## src/hw/rtl/hsv2rgb_pkg.sv

```systemverilog
// Shared types and fixed-point constants for the HSV to RGB converter.
package hsv2rgb_pkg;

    // Hue is in 1/16 degree: one 60-degree sector is 960 units, a full circle 5760.
    localparam int HUE_SECTOR = 960;
    localparam logic [12:0] HUE_FULL = 13'd5760;

    // Saturation and value are fractions over 255.
    localparam logic [7:0] SAT_SCALE = 8'd255;

    // The q and t products are scaled by 255 * 960.
    localparam logic [17:0] PROD_SCALE = 18'd244800;

    // The q and t numerators are divided as (num >> 6) / 3825.
    // 4386 is floor(2^24 / 3825), so the estimate is exact or one low.
    localparam logic [11:0] DIV_Q = 12'd3825;
    localparam logic [12:0] RECIP_Q = 13'd4386;

    // The p numerator is divided by 255.
    // 257 is floor(2^16 / 255), so the estimate is exact or one low.
    localparam logic [8:0] RECIP_P = 9'd257;

    typedef enum logic [2:0] {
        SEC_0 = 3'd0,
        SEC_1 = 3'd1,
        SEC_2 = 3'd2,
        SEC_3 = 3'd3,
        SEC_4 = 3'd4,
        SEC_5 = 3'd5
    } t_sector;

    // Load enables for the two register stages of a divider.
    typedef struct packed {
        logic est;
        logic fix;
    } t_div_en;

endpackage

```

## src/hw/rtl/hsv_to_rgb_converter_top.sv

```systemverilog
// HSV to RGB converter: six-stage pipeline from one pixel colour to 8-bit RGB.
// Throughput is one item per cycle while the output is not stalled.
// A stalled output holds its stage, and bubbles further up are still filled.
// Reset clears the stage valid bits only; data registers are not reset.
module hsv_to_rgb_converter_top (
    input  logic        i_clk,
    input  logic        i_rst_n,
    input  logic        i_valid,
    output logic        o_stall,
    input  logic [12:0] i_hue,
    input  logic [7:0]  i_saturation,
    input  logic [7:0]  i_value,
    output logic        o_valid,
    input  logic        i_stall,
    output logic [7:0]  o_red,
    output logic [7:0]  o_green,
    output logic [7:0]  o_blue
);

    logic [6:1] r_vld;
    logic [6:1] w_en;

    // Stage 1: hue wrap, sector and fraction.
    logic [12:0]             w_hw;
    logic [12:0]             w_base;
    hsv2rgb_pkg::t_sector    w_sec;
    hsv2rgb_pkg::t_sector    r1_sec;
    logic [9:0]              r1_frac;
    logic [7:0]              r1_sat;
    logic [7:0]              r1_val;

    // Stage 2: first products.
    hsv2rgb_pkg::t_sector    r2_sec;
    logic [7:0]              r2_val;
    logic [17:0]             r2_sf;
    logic [17:0]             r2_sg;
    logic [15:0]             r2_x;

    // Stage 3: q and t numerators.
    hsv2rgb_pkg::t_sector    r3_sec;
    logic [7:0]              r3_val;
    logic [25:0]             r3_yq;
    logic [25:0]             r3_yt;
    logic [15:0]             r3_x;

    // Stages 4 and 5: division by constants.
    hsv2rgb_pkg::t_div_en    w_div_en;
    logic [23:0]             w_pprod;
    hsv2rgb_pkg::t_sector    r4_sec;
    logic [7:0]              r4_val;
    logic [15:0]             r4_x;
    logic [7:0]              r4_pest;
    logic [15:0]             w_pback;
    logic [15:0]             w_prem;
    logic [7:0]              n_p;
    hsv2rgb_pkg::t_sector    r5_sec;
    logic [7:0]              r5_val;
    logic [7:0]              r5_p;
    logic [7:0]              w_q;
    logic [7:0]              w_t;

    // Stage 6: channel routing.
    logic [7:0]              n_red;
    logic [7:0]              n_green;
    logic [7:0]              n_blue;
    logic [7:0]              r_red;
    logic [7:0]              r_green;
    logic [7:0]              r_blue;

    // A stage loads when it is empty or when the stage after it moves.
    assign w_en[6] = !r_vld[6] || !i_stall;
    assign w_en[5] = !r_vld[5] || w_en[6];
    assign w_en[4] = !r_vld[4] || w_en[5];
    assign w_en[3] = !r_vld[3] || w_en[4];
    assign w_en[2] = !r_vld[2] || w_en[3];
    assign w_en[1] = !r_vld[1] || w_en[2];
    assign o_stall = !w_en[1];

    always_ff @(posedge i_clk) begin
        if (!i_rst_n) begin
            r_vld <= '0;
        end else begin
            if (w_en[1]) r_vld[1] <= i_valid;
            if (w_en[2]) r_vld[2] <= r_vld[1];
            if (w_en[3]) r_vld[3] <= r_vld[2];
            if (w_en[4]) r_vld[4] <= r_vld[3];
            if (w_en[5]) r_vld[5] <= r_vld[4];
            if (w_en[6]) r_vld[6] <= r_vld[5];
        end
    end

    // Hues above the full circle wrap once; the result is always below 5760.
    assign w_hw = (i_hue >= hsv2rgb_pkg::HUE_FULL) ? (i_hue - hsv2rgb_pkg::HUE_FULL) : i_hue;

    always_comb begin
        if (w_hw < 13'(hsv2rgb_pkg::HUE_SECTOR)) begin
            w_sec  = hsv2rgb_pkg::SEC_0;
            w_base = 13'd0;
        end else if (w_hw < 13'(2 * hsv2rgb_pkg::HUE_SECTOR)) begin
            w_sec  = hsv2rgb_pkg::SEC_1;
            w_base = 13'(hsv2rgb_pkg::HUE_SECTOR);
        end else if (w_hw < 13'(3 * hsv2rgb_pkg::HUE_SECTOR)) begin
            w_sec  = hsv2rgb_pkg::SEC_2;
            w_base = 13'(2 * hsv2rgb_pkg::HUE_SECTOR);
        end else if (w_hw < 13'(4 * hsv2rgb_pkg::HUE_SECTOR)) begin
            w_sec  = hsv2rgb_pkg::SEC_3;
            w_base = 13'(3 * hsv2rgb_pkg::HUE_SECTOR);
        end else if (w_hw < 13'(5 * hsv2rgb_pkg::HUE_SECTOR)) begin
            w_sec  = hsv2rgb_pkg::SEC_4;
            w_base = 13'(4 * hsv2rgb_pkg::HUE_SECTOR);
        end else begin
            w_sec  = hsv2rgb_pkg::SEC_5;
            w_base = 13'(5 * hsv2rgb_pkg::HUE_SECTOR);
        end
    end

    always_ff @(posedge i_clk) begin
        if (w_en[1]) begin
            r1_sec  <= w_sec;
            r1_frac <= 10'(w_hw - w_base);
            r1_sat  <= i_saturation;
            r1_val  <= i_value;
        end
    end

    always_ff @(posedge i_clk) begin
        if (w_en[2]) begin
            r2_sec <= r1_sec;
            r2_val <= r1_val;
            r2_sf  <= 18'(r1_sat) * 18'(r1_frac);
            r2_sg  <= 18'(r1_sat) * 18'(10'(hsv2rgb_pkg::HUE_SECTOR) - r1_frac);
            r2_x   <= 16'(r1_val) * 16'(hsv2rgb_pkg::SAT_SCALE - r1_sat);
        end
    end

    always_ff @(posedge i_clk) begin
        if (w_en[3]) begin
            r3_sec <= r2_sec;
            r3_val <= r2_val;
            r3_yq  <= 26'(r2_val) * 26'(hsv2rgb_pkg::PROD_SCALE - r2_sf);
            r3_yt  <= 26'(r2_val) * 26'(hsv2rgb_pkg::PROD_SCALE - r2_sg);
            r3_x   <= r2_x;
        end
    end

    assign w_div_en.est = w_en[4];
    assign w_div_en.fix = w_en[5];

    hsv2rgb_qdiv u_div_q (
        .i_clk (i_clk),
        .i_en  (w_div_en),
        .i_num (r3_yq),
        .o_quo (w_q)
    );

    hsv2rgb_qdiv u_div_t (
        .i_clk (i_clk),
        .i_en  (w_div_en),
        .i_num (r3_yt),
        .o_quo (w_t)
    );

    assign w_pprod = 24'(r3_x) * 24'(hsv2rgb_pkg::RECIP_P);

    always_ff @(posedge i_clk) begin
        if (w_en[4]) begin
            r4_sec  <= r3_sec;
            r4_val  <= r3_val;
            r4_x    <= r3_x;
            r4_pest <= w_pprod[23:16];
        end
    end

    assign w_pback = 16'(r4_pest) * 16'(hsv2rgb_pkg::SAT_SCALE);
    assign w_prem  = r4_x - w_pback;
    assign n_p     = r4_pest + 8'(w_prem >= 16'(hsv2rgb_pkg::SAT_SCALE));

    always_ff @(posedge i_clk) begin
        if (w_en[5]) begin
            r5_sec <= r4_sec;
            r5_val <= r4_val;
            r5_p   <= n_p;
        end
    end

    // With zero saturation p, q and t all equal value, so grey needs no special path.
    always_comb begin
        case (r5_sec)
            hsv2rgb_pkg::SEC_0: begin
                n_red = r5_val; n_green = w_t;    n_blue = r5_p;
            end
            hsv2rgb_pkg::SEC_1: begin
                n_red = w_q;    n_green = r5_val; n_blue = r5_p;
            end
            hsv2rgb_pkg::SEC_2: begin
                n_red = r5_p;   n_green = r5_val; n_blue = w_t;
            end
            hsv2rgb_pkg::SEC_3: begin
                n_red = r5_p;   n_green = w_q;    n_blue = r5_val;
            end
            hsv2rgb_pkg::SEC_4: begin
                n_red = w_t;    n_green = r5_p;   n_blue = r5_val;
            end
            default: begin
                n_red = r5_val; n_green = r5_p;   n_blue = w_q;
            end
        endcase
    end

    always_ff @(posedge i_clk) begin
        if (w_en[6]) begin
            r_red   <= n_red;
            r_green <= n_green;
            r_blue  <= n_blue;
        end
    end

    assign o_valid = r_vld[6];
    assign o_red   = r_red;
    assign o_green = r_green;
    assign o_blue  = r_blue;

endmodule

```

## src/hw/rtl/hsv2rgb_qdiv.sv

```systemverilog
// Two-stage divider of a q or t numerator by 255 * 960.
module hsv2rgb_qdiv (
    input  logic                 i_clk,
    input  hsv2rgb_pkg::t_div_en i_en,
    input  logic [25:0]          i_num,
    output logic [7:0]           o_quo
);

    logic [19:0] w_z;
    logic [31:0] w_prod;
    logic [19:0] w_back;
    logic [19:0] w_rem;
    logic [7:0]  n_quo;

    logic [19:0] r_z;
    logic [7:0]  r_est;
    logic [7:0]  r_quo;

    // 244800 = 64 * 3825, and nested floors give the same quotient.
    assign w_z    = i_num[25:6];
    assign w_prod = 32'(w_z) * 32'(hsv2rgb_pkg::RECIP_Q);

    always_ff @(posedge i_clk) begin
        if (i_en.est) begin
            r_z   <= w_z;
            r_est <= w_prod[31:24];
        end
    end

    // The estimate is at most one below the true quotient.
    assign w_back = 20'(r_est) * 20'(hsv2rgb_pkg::DIV_Q);
    assign w_rem  = r_z - w_back;
    assign n_quo  = r_est + 8'(w_rem >= 20'(hsv2rgb_pkg::DIV_Q));

    always_ff @(posedge i_clk) begin
        if (i_en.fix) begin
            r_quo <= n_quo;
        end
    end

    assign o_quo = r_quo;

endmodule
```

## config.mk

```make
export PLATFORM = sky130hd
export DESIGN_NAME = hsv_to_rgb_converter_top
export DESIGN_NICKNAME = d
export VERILOG_FILES = /design/src/hw/rtl/hsv2rgb_pkg.sv /design/src/hw/rtl/hsv_to_rgb_converter_top.sv /design/src/hw/rtl/hsv2rgb_qdiv.sv
export SDC_FILE = /design/constraint.sdc
export NUM_CORES = 2
export LEC_CHECK = 0
export ABC_AREA = 1
export BUFFER_PORTS_ARGS = -buffer_cell sky130_fd_sc_hd__buf_2
export CAP_MARGIN = 10
export CELL_PAD_IN_SITES_DETAIL_PLACEMENT = 1
export CELL_PAD_IN_SITES_GLOBAL_PLACEMENT = 2
export CORE_MARGIN = 2
export CORE_UTILIZATION = 45
export CTS_CLUSTER_SIZE = 14
export DETAILED_ROUTE_END_ITERATION = 10
export PLACE_DENSITY = 0.85
export SETUP_SLACK_MARGIN = 0.5
export SLEW_MARGIN = 20
export SYNTH_ARGS = -nofsm -noshare
export SYNTH_HDL_FRONTEND = slang
export SYNTH_SLANG_ARGS = --single-unit
```

## constraint.sdc

```tcl
create_clock -name i_clk -period 12.24 [get_ports i_clk]
set_input_delay 0.612 -clock i_clk [delete_from_list [all_inputs] [get_ports i_clk]]
set_output_delay 0.612 -clock i_clk [all_outputs]
set_load 0.01 [all_outputs]
```

==> results by group <==
Floorplan
  – Die W: about 310 um
  – Io pins: 59
  – Core region area: between 0.09 and 0.1 mm2
  – Starting density of the core: 0.455
  – Full die area: between 0.09 and 0.1 mm2
  – Die H: 312 um
  – Site row count: 112

Setup path
  – Critical path startpoint category: register
  – Critical Path AT: roughly 6600 ps
  – Largest delay share family, worst path: adder cells
  – CP required: roughly 13000 ps
  – Setup crit end kind: register
  – Crit-path most repeated cell: nand2_1
  – Crit path kind: reg2reg
  – Slowest-stage cell, CP: edfxtp_1
  – Worst path bufs/invs: 5
  – Max incr delay on CP: about 570 ps
  – CP max FO: 10

Yosys
  – #FFs+latches synth: 314
  – Synthesis Warnings: 0
  – Post-synthesis sequential area ratio: 0.220
  – Post-Syn Instances: roughly 4800
  – Synth unique cells: 55
  – Post-Syn Nets: around 6000
  – Cell Area, Synth: 0.0426 mm2
  – Ys async rst share: 0
  – Post-synth EDFFs: 308
  – Top_reg_cell synth: edfxtp_1
  – Synth Area per Inst: 8.80 um2

CTS
  – Post-CTS sizing: 0
  – CTS clk-pin slew, worst paths: roughly 60 ps
  – Hold_buf cts: 0
  – Root buf cell: clkbuf_16
  – CTS tree: yes
  – Clock Sinks: roughly 310
  – Htree depth: 2
  – Worst skew pair latency: around 600 ps
  – CTS buffer count: 40
  – Clk buf depth: 3
  – Post CTS Setup Buffer Count: 0

GRT
  – Grt ovf: 0
  – Largest net degree at the start of global routing: 70
  – Global Route Usage Sum: 0.227
  – Initial antenna violation count: 0
  – Vias in the first global route: between 30000 and 40000
  – Wire length of the first global-routing pass: around 180000 um

Routing
  – Routed Antenna Nets: 0
  – Initial DRC count: roughly 1100
  – Drt pass-1 iters: 5
  – Drt wl/cell: around 17 um
  – Drt via density: about 5.0
  – Drt drc: 0
  – Vias: 30800
  – Final wirelength: 108000 um

Cells and area
  – Synth-to-layout area growth: 7.35%
  – Fin nets: 6051
  – Filler Cell Count: between 10000 and 15000
  – Number of diodes: 0
  – Layout cell share with drive strength beyond 1: 0.0402

STA
  – Rel. slew slack: 0.258
  – Slew @ Worst Pin: 1100 ps
  – Final Hold Viols: 0
  – RSZ-0062 raised after global routing: no
  – Final worst path period need: 6210 ps
  – Fmax: 161 MHz
  – Final setup vio count: 0
  – Ratio of final minimum period to clock period: 0.508
  – Sum of negative setup slack: 0 ps
  – Layout Skew: between 30 and 40 ps
  – Slew Limit Fails: 0

Min path
  – Worst hold path class: in2reg

Placed design
  – HPWL after DPL: 90200 um
  – Port Buffers: 58
  – Gp weighted congestion: 0.844

Outcome
  – Status: finished, final reports clean

Run
  – Number of max-cap violations: 0
## sequential cells by signal (all words and copies together) (netlist names), 10 cells and up
signal       count
r2_sf           18
r3_x            16
r3_yq           20
r2_sg           17
r2_x            16
u_div_t.r_z     20
r1_frac         10
u_div_q.r_z     20
r4_x            16
r3_yt           20
## cell usage after synthesis, types with 15 or more instances
cell type  instances  area share
nor2_1           418       0.037
edfxtp_1         308        0.22
ha_1             570        0.17
nand3_1          104       0.012
nor3_1            34      0.0040
o21ai_0           81      0.0095
inv_1           1284        0.11
xnor2_1           52       0.011
o21bai_1          15      0.0026
nand2_1          811       0.072
clkbuf_1          46      0.0041
a21oi_1          194       0.023
nand3b_1          18      0.0032
nand4_1           55      0.0081
fa_1             552        0.26
xor2_1           124       0.026
## metrics by stage
step	util	hold WS [ps]	cell area, um2	instances	worst slack [ps]
after floorplan	-	400	42600	4836	4080
after global placement	0.474	401	44300	6108	6170
after detailed placement	0.474	407	44300	6108	5960
after CTS	0.489	149	45700	6182	5940
after global routing	0.489	164	45700	6182	5450
final	0.489	187	45700	6182	6030
## routing by layer
metal,wire length (um),track usage
met1,49800,0.303
met2,53000,0.402
met3,2660,0.0200
met4,2140,0.0495
met5,0,0
## area by class of cell
| type | instances | area [um2] | share of cell area |
|---|---|---|---|
| multi-input cells | 3167 | 28100 | 0.615 |
| flip-flops and latches | 314 | 9370 | 0.205 |
| inverters | 1294 | 4860 | 0.106 |
| well taps | 1254 | 1570 | 0.0343 |
| clock buffers | 44 | 1030 | 0.0225 |
| repair buffers | 79 | 448 | 0.00980 |
| clock inverters | 30 | 328 | 0.00718 |
## final timing paths
path / depth (start not counted) / slack [ps] / to / startpoint
setup reg to reg: 28 / 6030 / r3_yt[24] / r2_sf[0]
setup / recovery: 28 / 6030 / r3_yt[24] / r2_sf[0]
hold reg to reg: 0 / 420 / r4_val[7] / r3_val[7]
hold / removal: 1 / 190 / r1_val[5] / i_value[5]
## kinds of logic after synthesis
family | share of synthesized area
buffers and inverters | 0.120
DFF | 0.220
and+or+nand+nor | 0.144
AOI/OAI and AO/OA | 0.0510
xor gates and xnor gates | 0.0381
adders and majority gates | 0.427
## cells in the final DEF (no fill, tap or decap), drive strengths merged, types with 9 or more instances in the layout
cell / synthesis / routed
a21oi: 198 / 198
buf: 15 / 79
o21ai: 86 / 86
nor3: 38 / 38
a31oi: 9 / 9
or2: 11 / 11
nor2: 422 / 422
o22ai: 14 / 14
nand2: 818 / 818
nand3b: 18 / 18
o2111ai: 9 / 9
clkbuf: 46 / 44
nand4: 57 / 57
fa: 552 / 552
ha: 570 / 570
a21o: 11 / 11
inv: 1287 / 1296
xnor2: 52 / 52
clkinv: 7 / 21
xor2: 129 / 129
o21bai: 16 / 16
nand3: 104 / 104
edfxtp: 308 / 308
Power is not shown: default switching activity piles up to over one toggle a cycle in this logic, so the estimate is an artifact.
